===== src/bds_pkg.sv =====
// Package for the brush dab spacing block: widths, defaults and codes.
// Used by brush_dab_spacing; depends on nothing.
package bds_pkg;
  localparam int COORD_BITS_DEF = 12;
  localparam int MAX_DABS_DEF   = 64;
  localparam int SPACING_W      = 12;
  localparam int BRUSH_W        = 8;
  localparam int OUT_W          = 13;
  localparam int SPACING_MIN    = 16;
  localparam logic [SPACING_W-1:0] SPACING_RST = SPACING_W'(32);
  localparam logic [BRUSH_W-1:0]   BRUSH_RST   = BRUSH_W'(17);
  localparam int CFG_IDX_W      = 2;
  localparam logic [CFG_IDX_W-1:0] REG_SPACING = 2'd0;
  localparam logic [CFG_IDX_W-1:0] REG_WIDTH   = 2'd1;
  localparam logic [CFG_IDX_W-1:0] REG_HEIGHT  = 2'd2;
  localparam logic CMD_START = 1'b0;
  localparam logic CMD_MOVE  = 1'b1;
endpackage


===== src/bds_serdiv.sv =====
// Restoring bit-serial unsigned divider, one quotient bit per cycle.
// Depends on nothing; used by brush_dab_spacing.
module bds_serdiv #(
  parameter int NW = 32,
  parameter int DW = 20
) (
  input  logic          clk,
  input  logic          rst_n,
  input  logic          start,
  input  logic [NW-1:0] num,
  input  logic [DW-1:0] den,
  output logic          done,
  output logic [NW-1:0] quo,
  output logic [DW-1:0] rem
);
  localparam int CW = $clog2(NW + 1);
  logic [NW-1:0] q_r, q_nxt;
  logic [DW:0]   r_r, r_nxt;
  logic [DW-1:0] d_r, d_nxt;
  logic [CW-1:0] cnt_r, cnt_nxt;
  logic          busy_r, busy_nxt, done_r, done_nxt;
  logic [DW:0]   trial;

  always_comb begin
    q_nxt = q_r; r_nxt = r_r; d_nxt = d_r; cnt_nxt = cnt_r;
    busy_nxt = busy_r; done_nxt = 1'b0;
    trial = {r_r[DW-1:0], q_r[NW-1]};
    if (start) begin
      q_nxt = num; r_nxt = '0; d_nxt = den; cnt_nxt = CW'(NW); busy_nxt = 1'b1;
    end else if (busy_r) begin
      if (trial >= {1'b0, d_r}) begin
        r_nxt = trial - {1'b0, d_r};
        q_nxt = {q_r[NW-2:0], 1'b1};
      end else begin
        r_nxt = trial;
        q_nxt = {q_r[NW-2:0], 1'b0};
      end
      cnt_nxt = cnt_r - CW'(1);
      if (cnt_r == CW'(1)) begin
        busy_nxt = 1'b0; done_nxt = 1'b1;
      end
    end
  end

  always_ff @(posedge clk) begin
    q_r <= q_nxt; r_r <= r_nxt; d_r <= d_nxt; cnt_r <= cnt_nxt;
    if (!rst_n) begin
      busy_r <= 1'b0; done_r <= 1'b0;
    end else begin
      busy_r <= busy_nxt; done_r <= done_nxt;
    end
  end

  assign done = done_r;
  assign quo  = q_r;
  assign rem  = r_r[DW-1:0];
endmodule


===== src/brush_dab_spacing.sv =====
// Top level of the brush dab spacing block: sequencer, square root and stamp loop.
// Depends on bds_pkg and bds_serdiv.
//
//  Channel | Direction | Beat contents
//  in_     | in        | tdata {point_y, point_x}, tuser command
//  out_    | out       | tdata {6'b0, dab_y, dab_x}, tlast last_dab, tuser overflow
//  cfg_    | in        | index, data
//
// A start beat is taken and the block is ready again at once. A move beat forms the radicand,
// takes the square root one result bit per cycle, and reduces the kept phase in the serial
// divider, whose numerator is NW = 2*COORD_BITS+18 bits wide. A move that reaches a stamp adds
// a division for the stamp count and one division per axis for each stamp, and any move of
// non-zero length ends with one more division for the new phase. Reset is synchronous. A stamp
// beat that the sink does not take holds the loop before the next stamp until it is taken.
module brush_dab_spacing
  import bds_pkg::*;
#(
  parameter int COORD_BITS = COORD_BITS_DEF,
  parameter int MAX_DABS   = MAX_DABS_DEF
) (
  input  logic                          clk,
  input  logic                          rst_n,
  input  logic                          in_tvalid,
  output logic                          in_tready,
  input  logic [2*COORD_BITS-1:0]       in_tdata,  // point_x, point_y
  input  logic                          in_tuser,  // command
  output logic                          out_tvalid,
  input  logic                          out_tready,
  output logic [2*bds_pkg::OUT_W+5:0]   out_tdata, // dab_x, dab_y, zero fill
  output logic                          out_tlast, // last_dab
  output logic                          out_tuser, // overflow
  input  logic                          cfg_valid,
  output logic                          cfg_ready,
  input  logic [bds_pkg::CFG_IDX_W-1:0] cfg_index,
  input  logic [15:0]                   cfg_data
);
  localparam int CB  = COORD_BITS;
  localparam int SQW = 2*CB + 10;          // (dx^2+dy^2)<<8
  localparam int SRW = CB + 5;             // root width
  localparam int PW  = SRW + 1;
  localparam int NW  = 2*SRW + 8;          // t*|d| width, covers count numerator
  localparam int DW  = SRW;
  localparam int SC  = $clog2(SRW + 1);
  localparam int KW  = $clog2(MAX_DABS + 1);

  typedef enum logic [3:0] {
    S_IDLE, S_SQ, S_ROOT, S_CNT, S_CNTW, S_DIVX, S_DIVXW, S_DIVY, S_DIVYW,
    S_OUT, S_PH, S_PHW
  } state_t;
  state_t state_r;

  logic [SPACING_W-1:0] spacing_r;
  logic [BRUSH_W-1:0]   bw_r, bh_r;
  logic [CB-1:0]        last_x_r, last_y_r, px_r, py_r;
  logic [15:0]          phase_r;
  logic [SQW-1:0]       rad_r;
  logic [SRW-1:0]       root_r;
  logic [SRW+1:0]       rem_r;
  logic [SC-1:0]        rcnt_r;
  logic [CB-1:0]        adx_r, ady_r;
  logic                 sx_r, sy_r;
  logic [PW-1:0]        t_r;
  logic [PW-1:0]        sp_r, ph_r;
  logic [KW-1:0]        emit_r, k_r;
  logic                 ovf_r;
  logic [CB:0]          ix_r, iy_r;
  logic [OUT_W-1:0]     ox_r, oy_r;
  logic                 olast_r, oovf_r, ovalid_r;
  logic                 phase_wait_r;

  logic          dv_start;
  logic [NW-1:0] dv_num, dv_quo;
  logic [DW-1:0] dv_den, dv_rem;
  logic          dv_done;

  bds_serdiv #(.NW(NW), .DW(DW)) u_div (
    .clk, .rst_n, .start(dv_start), .num(dv_num), .den(dv_den),
    .done(dv_done), .quo(dv_quo), .rem(dv_rem)
  );

  logic [CB:0]  dxs, dys;
  logic [SRW+1:0] trial;
  logic [SRW+1:0] rem_sh;
  logic [NW-1:0]  prodx, prody;
  logic [SRW:0]   ptot;

  assign dxs    = {1'b0, px_r} - {1'b0, last_x_r};
  assign dys    = {1'b0, py_r} - {1'b0, last_y_r};
  assign rem_sh = {rem_r[SRW-1:0], rad_r[SQW-1 -: 2]};
  assign trial  = {root_r, 2'b01};
  assign prodx  = NW'(t_r) * NW'(adx_r);
  assign prody  = NW'(t_r) * NW'(ady_r);
  assign ptot   = ph_r + {1'b0, root_r};

  assign in_tready  = (state_r == S_IDLE);
  assign cfg_ready  = (state_r == S_IDLE) && !in_tvalid;
  assign out_tvalid = ovalid_r;
  assign out_tdata  = {6'b0, oy_r, ox_r};
  assign out_tlast  = olast_r;
  assign out_tuser  = oovf_r;

  // Floor of signed quotient: negative axis rounds away from zero when inexact.
  function automatic logic [CB:0] axis_pos(input logic [CB-1:0] base, input logic neg,
                                           input logic [NW-1:0] q, input logic inexact);
    logic [CB:0] qq;
    qq = (CB+1)'(q);
    if (neg) axis_pos = {1'b0, base} - qq - (CB+1)'(inexact);
    else     axis_pos = {1'b0, base} + qq;
  endfunction

  always_comb begin
    dv_start = 1'b0; dv_num = '0; dv_den = root_r;
    case (state_r)
      S_CNT: begin
        dv_start = 1'b1; dv_num = NW'(root_r - SRW'(sp_r - ph_r)); dv_den = DW'(sp_r);
      end
      S_DIVX: begin dv_start = 1'b1; dv_num = prodx; end
      S_DIVY: begin dv_start = 1'b1; dv_num = prody; end
      // Old phase when reducing it, else phase plus distance moved.
      S_PH: begin
        dv_start = 1'b1; dv_den = DW'(sp_r);
        dv_num = phase_wait_r ? NW'(phase_r) : NW'(ptot);
      end
      default: ;
    endcase
  end

  always_ff @(posedge clk) begin
    if (!rst_n) begin
      state_r <= S_IDLE; spacing_r <= SPACING_RST; bw_r <= BRUSH_RST; bh_r <= BRUSH_RST;
      last_x_r <= '0; last_y_r <= '0; phase_r <= '0; ovalid_r <= 1'b0;
      phase_wait_r <= 1'b0;
    end else begin
      if (ovalid_r && out_tready && state_r != S_OUT) ovalid_r <= 1'b0;
      case (state_r)
        S_IDLE: begin
          if (cfg_valid && cfg_ready) begin
            case (cfg_index)
              REG_SPACING: spacing_r <= cfg_data[SPACING_W-1:0];
              REG_WIDTH:   bw_r <= cfg_data[BRUSH_W-1:0];
              REG_HEIGHT:  bh_r <= cfg_data[BRUSH_W-1:0];
              default: ;
            endcase
          end
          if (in_tvalid) begin
            px_r <= in_tdata[CB-1:0]; py_r <= in_tdata[2*CB-1:CB];
            if (in_tuser == CMD_START) begin
              last_x_r <= in_tdata[CB-1:0]; last_y_r <= in_tdata[2*CB-1:CB];
            end else begin
              sp_r <= (spacing_r < SPACING_W'(SPACING_MIN)) ? PW'(SPACING_MIN) : PW'(spacing_r);
              state_r <= S_SQ;
            end
          end
        end
        S_SQ: begin
          // Magnitudes and signs of the axis steps, and the radicand for the root.
          sx_r <= dxs[CB]; sy_r <= dys[CB];
          adx_r <= dxs[CB] ? CB'(-dxs) : dxs[CB-1:0];
          ady_r <= dys[CB] ? CB'(-dys) : dys[CB-1:0];
          rad_r <= SQW'(({{(CB+1){1'b0}}, (dxs[CB] ? CB'(-dxs) : dxs[CB-1:0])}
                         * {{(CB+1){1'b0}}, (dxs[CB] ? CB'(-dxs) : dxs[CB-1:0])})
                     + ({{(CB+1){1'b0}}, (dys[CB] ? CB'(-dys) : dys[CB-1:0])}
                         * {{(CB+1){1'b0}}, (dys[CB] ? CB'(-dys) : dys[CB-1:0])})) << 8;
          root_r <= '0; rem_r <= '0; rcnt_r <= SC'(SQW/2);
          state_r <= S_ROOT;
        end
        S_ROOT: begin
          // One root bit per cycle from two radicand bits.
          rad_r <= {rad_r[SQW-3:0], 2'b00};
          if (rem_sh >= trial) begin
            rem_r <= rem_sh - trial; root_r <= {root_r[SRW-2:0], 1'b1};
          end else begin
            rem_r <= rem_sh; root_r <= {root_r[SRW-2:0], 1'b0};
          end
          rcnt_r <= rcnt_r - SC'(1);
          if (rcnt_r == SC'(1)) begin
            state_r <= S_PH; phase_wait_r <= 1'b1;
          end
        end
        S_PH: begin
          // First pass reduces the old phase, second forms the new one.
          state_r <= S_PHW;
        end
        S_PHW: begin
          if (dv_done) begin
            if (phase_wait_r) begin
              phase_wait_r <= 1'b0;
              ph_r <= PW'(dv_rem);
              if (root_r == '0) begin
                phase_r <= 16'(dv_rem); last_x_r <= px_r; last_y_r <= py_r;
                state_r <= S_IDLE;
              end else if (SRW'(sp_r) - SRW'(dv_rem) > root_r) begin
                emit_r <= '0; state_r <= S_PH;
              end else state_r <= S_CNT;
            end else begin
              phase_r <= 16'(dv_rem); last_x_r <= px_r; last_y_r <= py_r;
              state_r <= S_IDLE;
            end
          end
        end
        S_CNT: state_r <= S_CNTW;
        S_CNTW: begin
          if (dv_done) begin
            if (dv_quo >= NW'(MAX_DABS)) begin
              emit_r <= KW'(MAX_DABS); ovf_r <= (dv_quo != NW'(MAX_DABS - 1));
            end else begin
              emit_r <= KW'(dv_quo + NW'(1)); ovf_r <= 1'b0;
            end
            k_r <= '0; t_r <= sp_r - ph_r; state_r <= S_DIVX;
          end
        end
        S_DIVX: state_r <= S_DIVXW;
        S_DIVXW: if (dv_done) begin
          ix_r <= axis_pos(last_x_r, sx_r, dv_quo, dv_rem != '0); state_r <= S_DIVY;
        end
        S_DIVY: state_r <= S_DIVYW;
        S_DIVYW: if (dv_done) begin
          iy_r <= axis_pos(last_y_r, sy_r, dv_quo, dv_rem != '0);
          state_r <= S_OUT;
        end
        S_OUT: begin
          // The output register is loaded only once the previous beat has gone.
          if (!ovalid_r || out_tready) begin
            ovalid_r <= 1'b1;
            ox_r <= OUT_W'(ix_r) - OUT_W'(bw_r >> 1);
            oy_r <= OUT_W'(iy_r) - OUT_W'(bh_r >> 1);
            olast_r <= (k_r == emit_r - KW'(1));
            oovf_r  <= (k_r == emit_r - KW'(1)) && ovf_r;
            if (k_r == emit_r - KW'(1)) state_r <= S_PH;
            else begin
              k_r <= k_r + KW'(1); t_r <= t_r + sp_r; state_r <= S_DIVX;
            end
          end
        end
        default: state_r <= S_IDLE;
      endcase
    end
  end

endmodule

===== config.mk =====
export PLATFORM = sky130hd
export DESIGN_NAME = brush_dab_spacing
export DESIGN_NICKNAME = d
export VERILOG_FILES = /design/src/bds_pkg.sv /design/src/bds_serdiv.sv /design/src/brush_dab_spacing.sv
export SDC_FILE = /design/constraint.sdc
export NUM_CORES = 2
export LEC_CHECK = 0
export BUFFER_PORTS_ARGS = -buffer_cell sky130_fd_sc_hd__buf_2
export CORE_ASPECT_RATIO = 1.5
export CORE_UTILIZATION = 53
export CTS_CLUSTER_DIAMETER = 60
export DETAILED_ROUTE_END_ITERATION = 10
export PLACE_DENSITY = 0.81
export SKIP_CTS_REPAIR_TIMING = 1
export SYNTH_ARGS = -nofsm -noshare
export SYNTH_HDL_FRONTEND = slang
export SYNTH_SLANG_ARGS = --single-unit

===== constraint.sdc =====
create_clock -name clk -period 8.5 [get_ports clk]
set_input_delay 0.85 -clock clk [delete_from_list [all_inputs] [get_ports clk]]
set_output_delay 0.85 -clock clk [all_outputs]
set_load 0.05 [all_outputs]

==> impl_metrics.csv <==
group,metric,value,unit
worst_setup_path,endpoint_kind,"register",
yosys,synth.distinct_cells,93,
clocking,insertion_delay,0.60,ns
yosys,synth_top_area_share,22.7,%
yosys,syn_area,47400,um^2
die,core_area,88900,um^2
clocking,htreeDepth,2,
route,drt_first_pass_iters,8,
die,dieWidth,246,um
die,start_util,53.4,%
placed_design,place_congestion,1.08,
final_layout,n_antenna_cell,0,
final_layout,final_nets,6572,
yosys,ys.flop_type,"edfxtp_1",
die,io_pins,85,
timing,fmax,0.114,GHz
final_layout,drive_gt1_share,12.6,%
final_layout,fillers,7117,
worst_setup_path,cp-start-kind,"register",
worst_setup_path,required,8.84,ns
route,drcViolationCount,0,
clocking,cts.sinks,387,
run_status,failed_checks,"negative setup slack",
clocking,numCtsBuffers,40,
route,num_vias,39800,
worst_setup_path,reg2reg_depth,33,
clocking,cts_root_buffer,"clkbuf_16",
yosys,synth_cells,5242,
route,wl,141000,um
final_layout,regArea,10700,um^2
worst_hold_path,hp-class,"in -> reg",
timing,setup_viol,10,
global_routing,grt_pass1_wl,219000,um
worst_setup_path,r2r_end,"rad_r[31]$_DFFE_PP_",
worst_setup_path,r2r_start,"py_r[0]$_DFFE_PP_",
worst_setup_path,worstSetupPathType,"reg -> reg",
timing,skew,0.0236,ns
timing,period_share,104,%
worst_setup_path,endpoint,"rad_r[31]$_DFFE_PP_",
final_layout,multi_input_area,33700,um^2
timing,hold_viol,0,
final_layout,finalNonFillerCells,6696,
global_routing,grt_max_degree,66,
placed_design,place.detailed.hpwl,110000,um
yosys,syn_area_per_cell,9.05,um^2
run_status,status,"finished with violations",
clocking,clk_pin_slew,0.07,ns
yosys,yosysWarnings,0,
die,die_area,90700,um^2
clocking,clock_path_buffers,3,
timing,worst_slack,-0.307,ns
timing,rsz0062_at_grt,"yes",
yosys,seq_area_frac_synth,22.5,%
yosys,synthArstFlopShare,0,%
global_routing,track_usage,31.1,%
job,maxCapViolations,0,
placed_design,dp_slack,-0.552,ns
placed_design,io_buffers,74,
worst_setup_path,worstPathMaxFanout,6,
yosys,synth_edf_count,290,
yosys,ys_ff_latch,387,
worst_setup_path,cpPeakStageDelay,0.55,ns
route,ant_nets,0,
route,wl_per_cell,21.1,um
worst_setup_path,arrival,9.15,ns
global_routing,antenna_found_initial,3,
timing,slew_viol_final,0,
global_routing,grt_pass1_vias,41500,
worst_setup_path,cpMaxStageDelayCell,"fa_2",
placed_design,place_inst,6596,
timing,relSlewSlack,15.4,%
route,first_iter_violations,3223,
yosys,synth_area_leaders,"fa_1 23%, edfxtp_1 18%, ha_1 13%",
timing,period_minus_slack,8.81,ns
timing,worstMarginPinSlew,1.27,ns
worst_setup_path,setup.worst_path.start,"py_r[0]$_DFFE_PP_",
worst_setup_path,r2r_slack,-0.31,ns
yosys,post-synth-top-area-cell,"fa_1",
die,rows,134,
die,chipHeight,368,um
route,viasPerCell,5.94,
final_layout,syn2layout_area_growth,12.5,%
clocking,cts_tree,"yes",
global_routing,grt-ovfl-total,0,
timing,finalSetupTns,-1.31,ns
[worst min-delay path by stage]
stage,depth (start not counted),end,slack [ns],from
4_1_cts,1,px_r[10]$_DFFE_PP_,0.43,in_tdata[10]
5_1_grt,1,px_r[5]$_DFFE_PP_,0.46,in_tdata[5]
6_report,1,px_r[11]$_DFFE_PP_,0.45,in_tdata[11]
3_5_place_dp,0,sp_r[9]$_SDFFCE_PN0P_,0.46,spacing_r[9]$_SDFFE_PN0P_
3_3_place_gp,0,sp_r[8]$_SDFFCE_PN0P_,0.45,spacing_r[8]$_SDFFE_PN0P_
2_1_floorplan,0,ph_r[12]$_DFFE_PP_,0.43,u_div.r_r[12]$_SDFFE_PN0P_
[metrics by stage]
step,area (um^2),hold slack (ns),util (%)
3_5_place_dp,51100,0.461,57.5
6_report,53400,0.454,60.1
2_1_floorplan,47600,0.435,-
3_3_place_gp,51100,0.445,57.5
5_1_grt,53400,0.459,60.1
4_1_cts,52400,0.432,59.0
[Yosys cell counts (30+ instances only)]
| master | n |
|---|---|
| a211oi_1 | 36 |
| a21o_1 | 77 |
| a21oi_1 | 257 |
| a31oi_1 | 38 |
| and2_1 | 142 |
| and3_1 | 31 |
| clkbuf_1 | 180 |
| dfxtp_1 | 97 |
| edfxtp_1 | 290 |
| fa_1 | 537 |
| ha_1 | 478 |
| inv_1 | 844 |
| mux2i_1 | 58 |
| nand2_1 | 618 |
| nand2b_1 | 55 |
| nand3_1 | 84 |
| nor2_1 | 366 |
| nor2b_1 | 56 |
| nor3_1 | 77 |
| nor4_1 | 30 |
| o21a_1 | 40 |
| o21ai_0 | 157 |
| o21bai_1 | 37 |
| xnor2_1 | 149 |
| xor2_1 | 109 |
[layer usage]
metal / track usage, % / wire length (um) / vias up
met3: 5.48 / 11400 / 707
met1: 34.3 / 48300 / 19300
met5: 0 / 19 / -
li1: - / - / 17800
met4: 23.3 / 12700 / 2
met2: 53.2 / 68600 / 1926
[cells in the final DEF, fill, tap and decap left out, types with 54 or more instances in the layout]
cell type | Yosys | final
inv_1 | 844 | 825
nor2_1 | 366 | 351
edfxtp_1 | 290 | 290
buf_2 | 8 | 74
nor3_1 | 77 | 72
xor2_1 | 109 | 104
xnor2_1 | 149 | 143
a21o_1 | 77 | 77
nand3_1 | 84 | 82
nand2_1 | 618 | 613
and2_1 | 142 | 140
buf_4 | 6 | 330
a21oi_1 | 257 | 241
o21ai_0 | 157 | 153
nor2b_1 | 56 | 54
dfxtp_1 | 97 | 94
ha_1 | 478 | 462
mux2i_1 | 58 | 58
fa_1 | 537 | 519
[cells by family (layout without fill, tap and decap cells)]
group / Yosys count / in the layout / synth area share (%)
simple gates: 1589 / 1589 / 15.6
other cells: 1 / 6 / 0.00791
flops: 387 / 387 / 22.5
buf+inv: 1054 / 1347 / 8.42
fa+ha+maj: 1015 / 1015 / 35.3
xor+xnor: 260 / 260 / 4.83
compound gates: 867 / 867 / 12.0
mux: 69 / 69 / 1.48
[final cells by class]
cell class / count / area share [%]
flip-flops and latches: 387 / 20.0
clock buffers: 50 / 1.99
repair buffers: 420 / 5.72
inverters: 854 / 6.01
clock inverters: 23 / 0.502
multi-input cells: 3806 / 63.1
well taps: 1156 / 2.71
[registers in the layout, indices dropped and copies added (netlist names), 12 cells and up]
signal	flops
u_div.quo	42
rad_r	26
t_r	18
ph_r	17
rem_r	17
root_r	17
u_div.d_r	17
u_div.r_r	17
phase_r	16
ix_r	13
iy_r	13
ox_r	13
oy_r	13
adx_r	12
ady_r	12
last_x_r	12
last_y_r	12
px_r	12
py_r	12
sp_r	12
spacing_r	12
[critical path, delay by kind of cell (launching register included)]
family	cells	cell delay [ns]
and+or+nand+nor	5	0.88
DFF	1	0.34
muxes	1	0.21
adders and majority gates	10	4.31
buffers and inverters	5	0.35
AOI/OAI and AO/OA	12	2.41
Power is not shown: default switching activity piles up to over one toggle a cycle in this logic, so the estimate is an artifact.
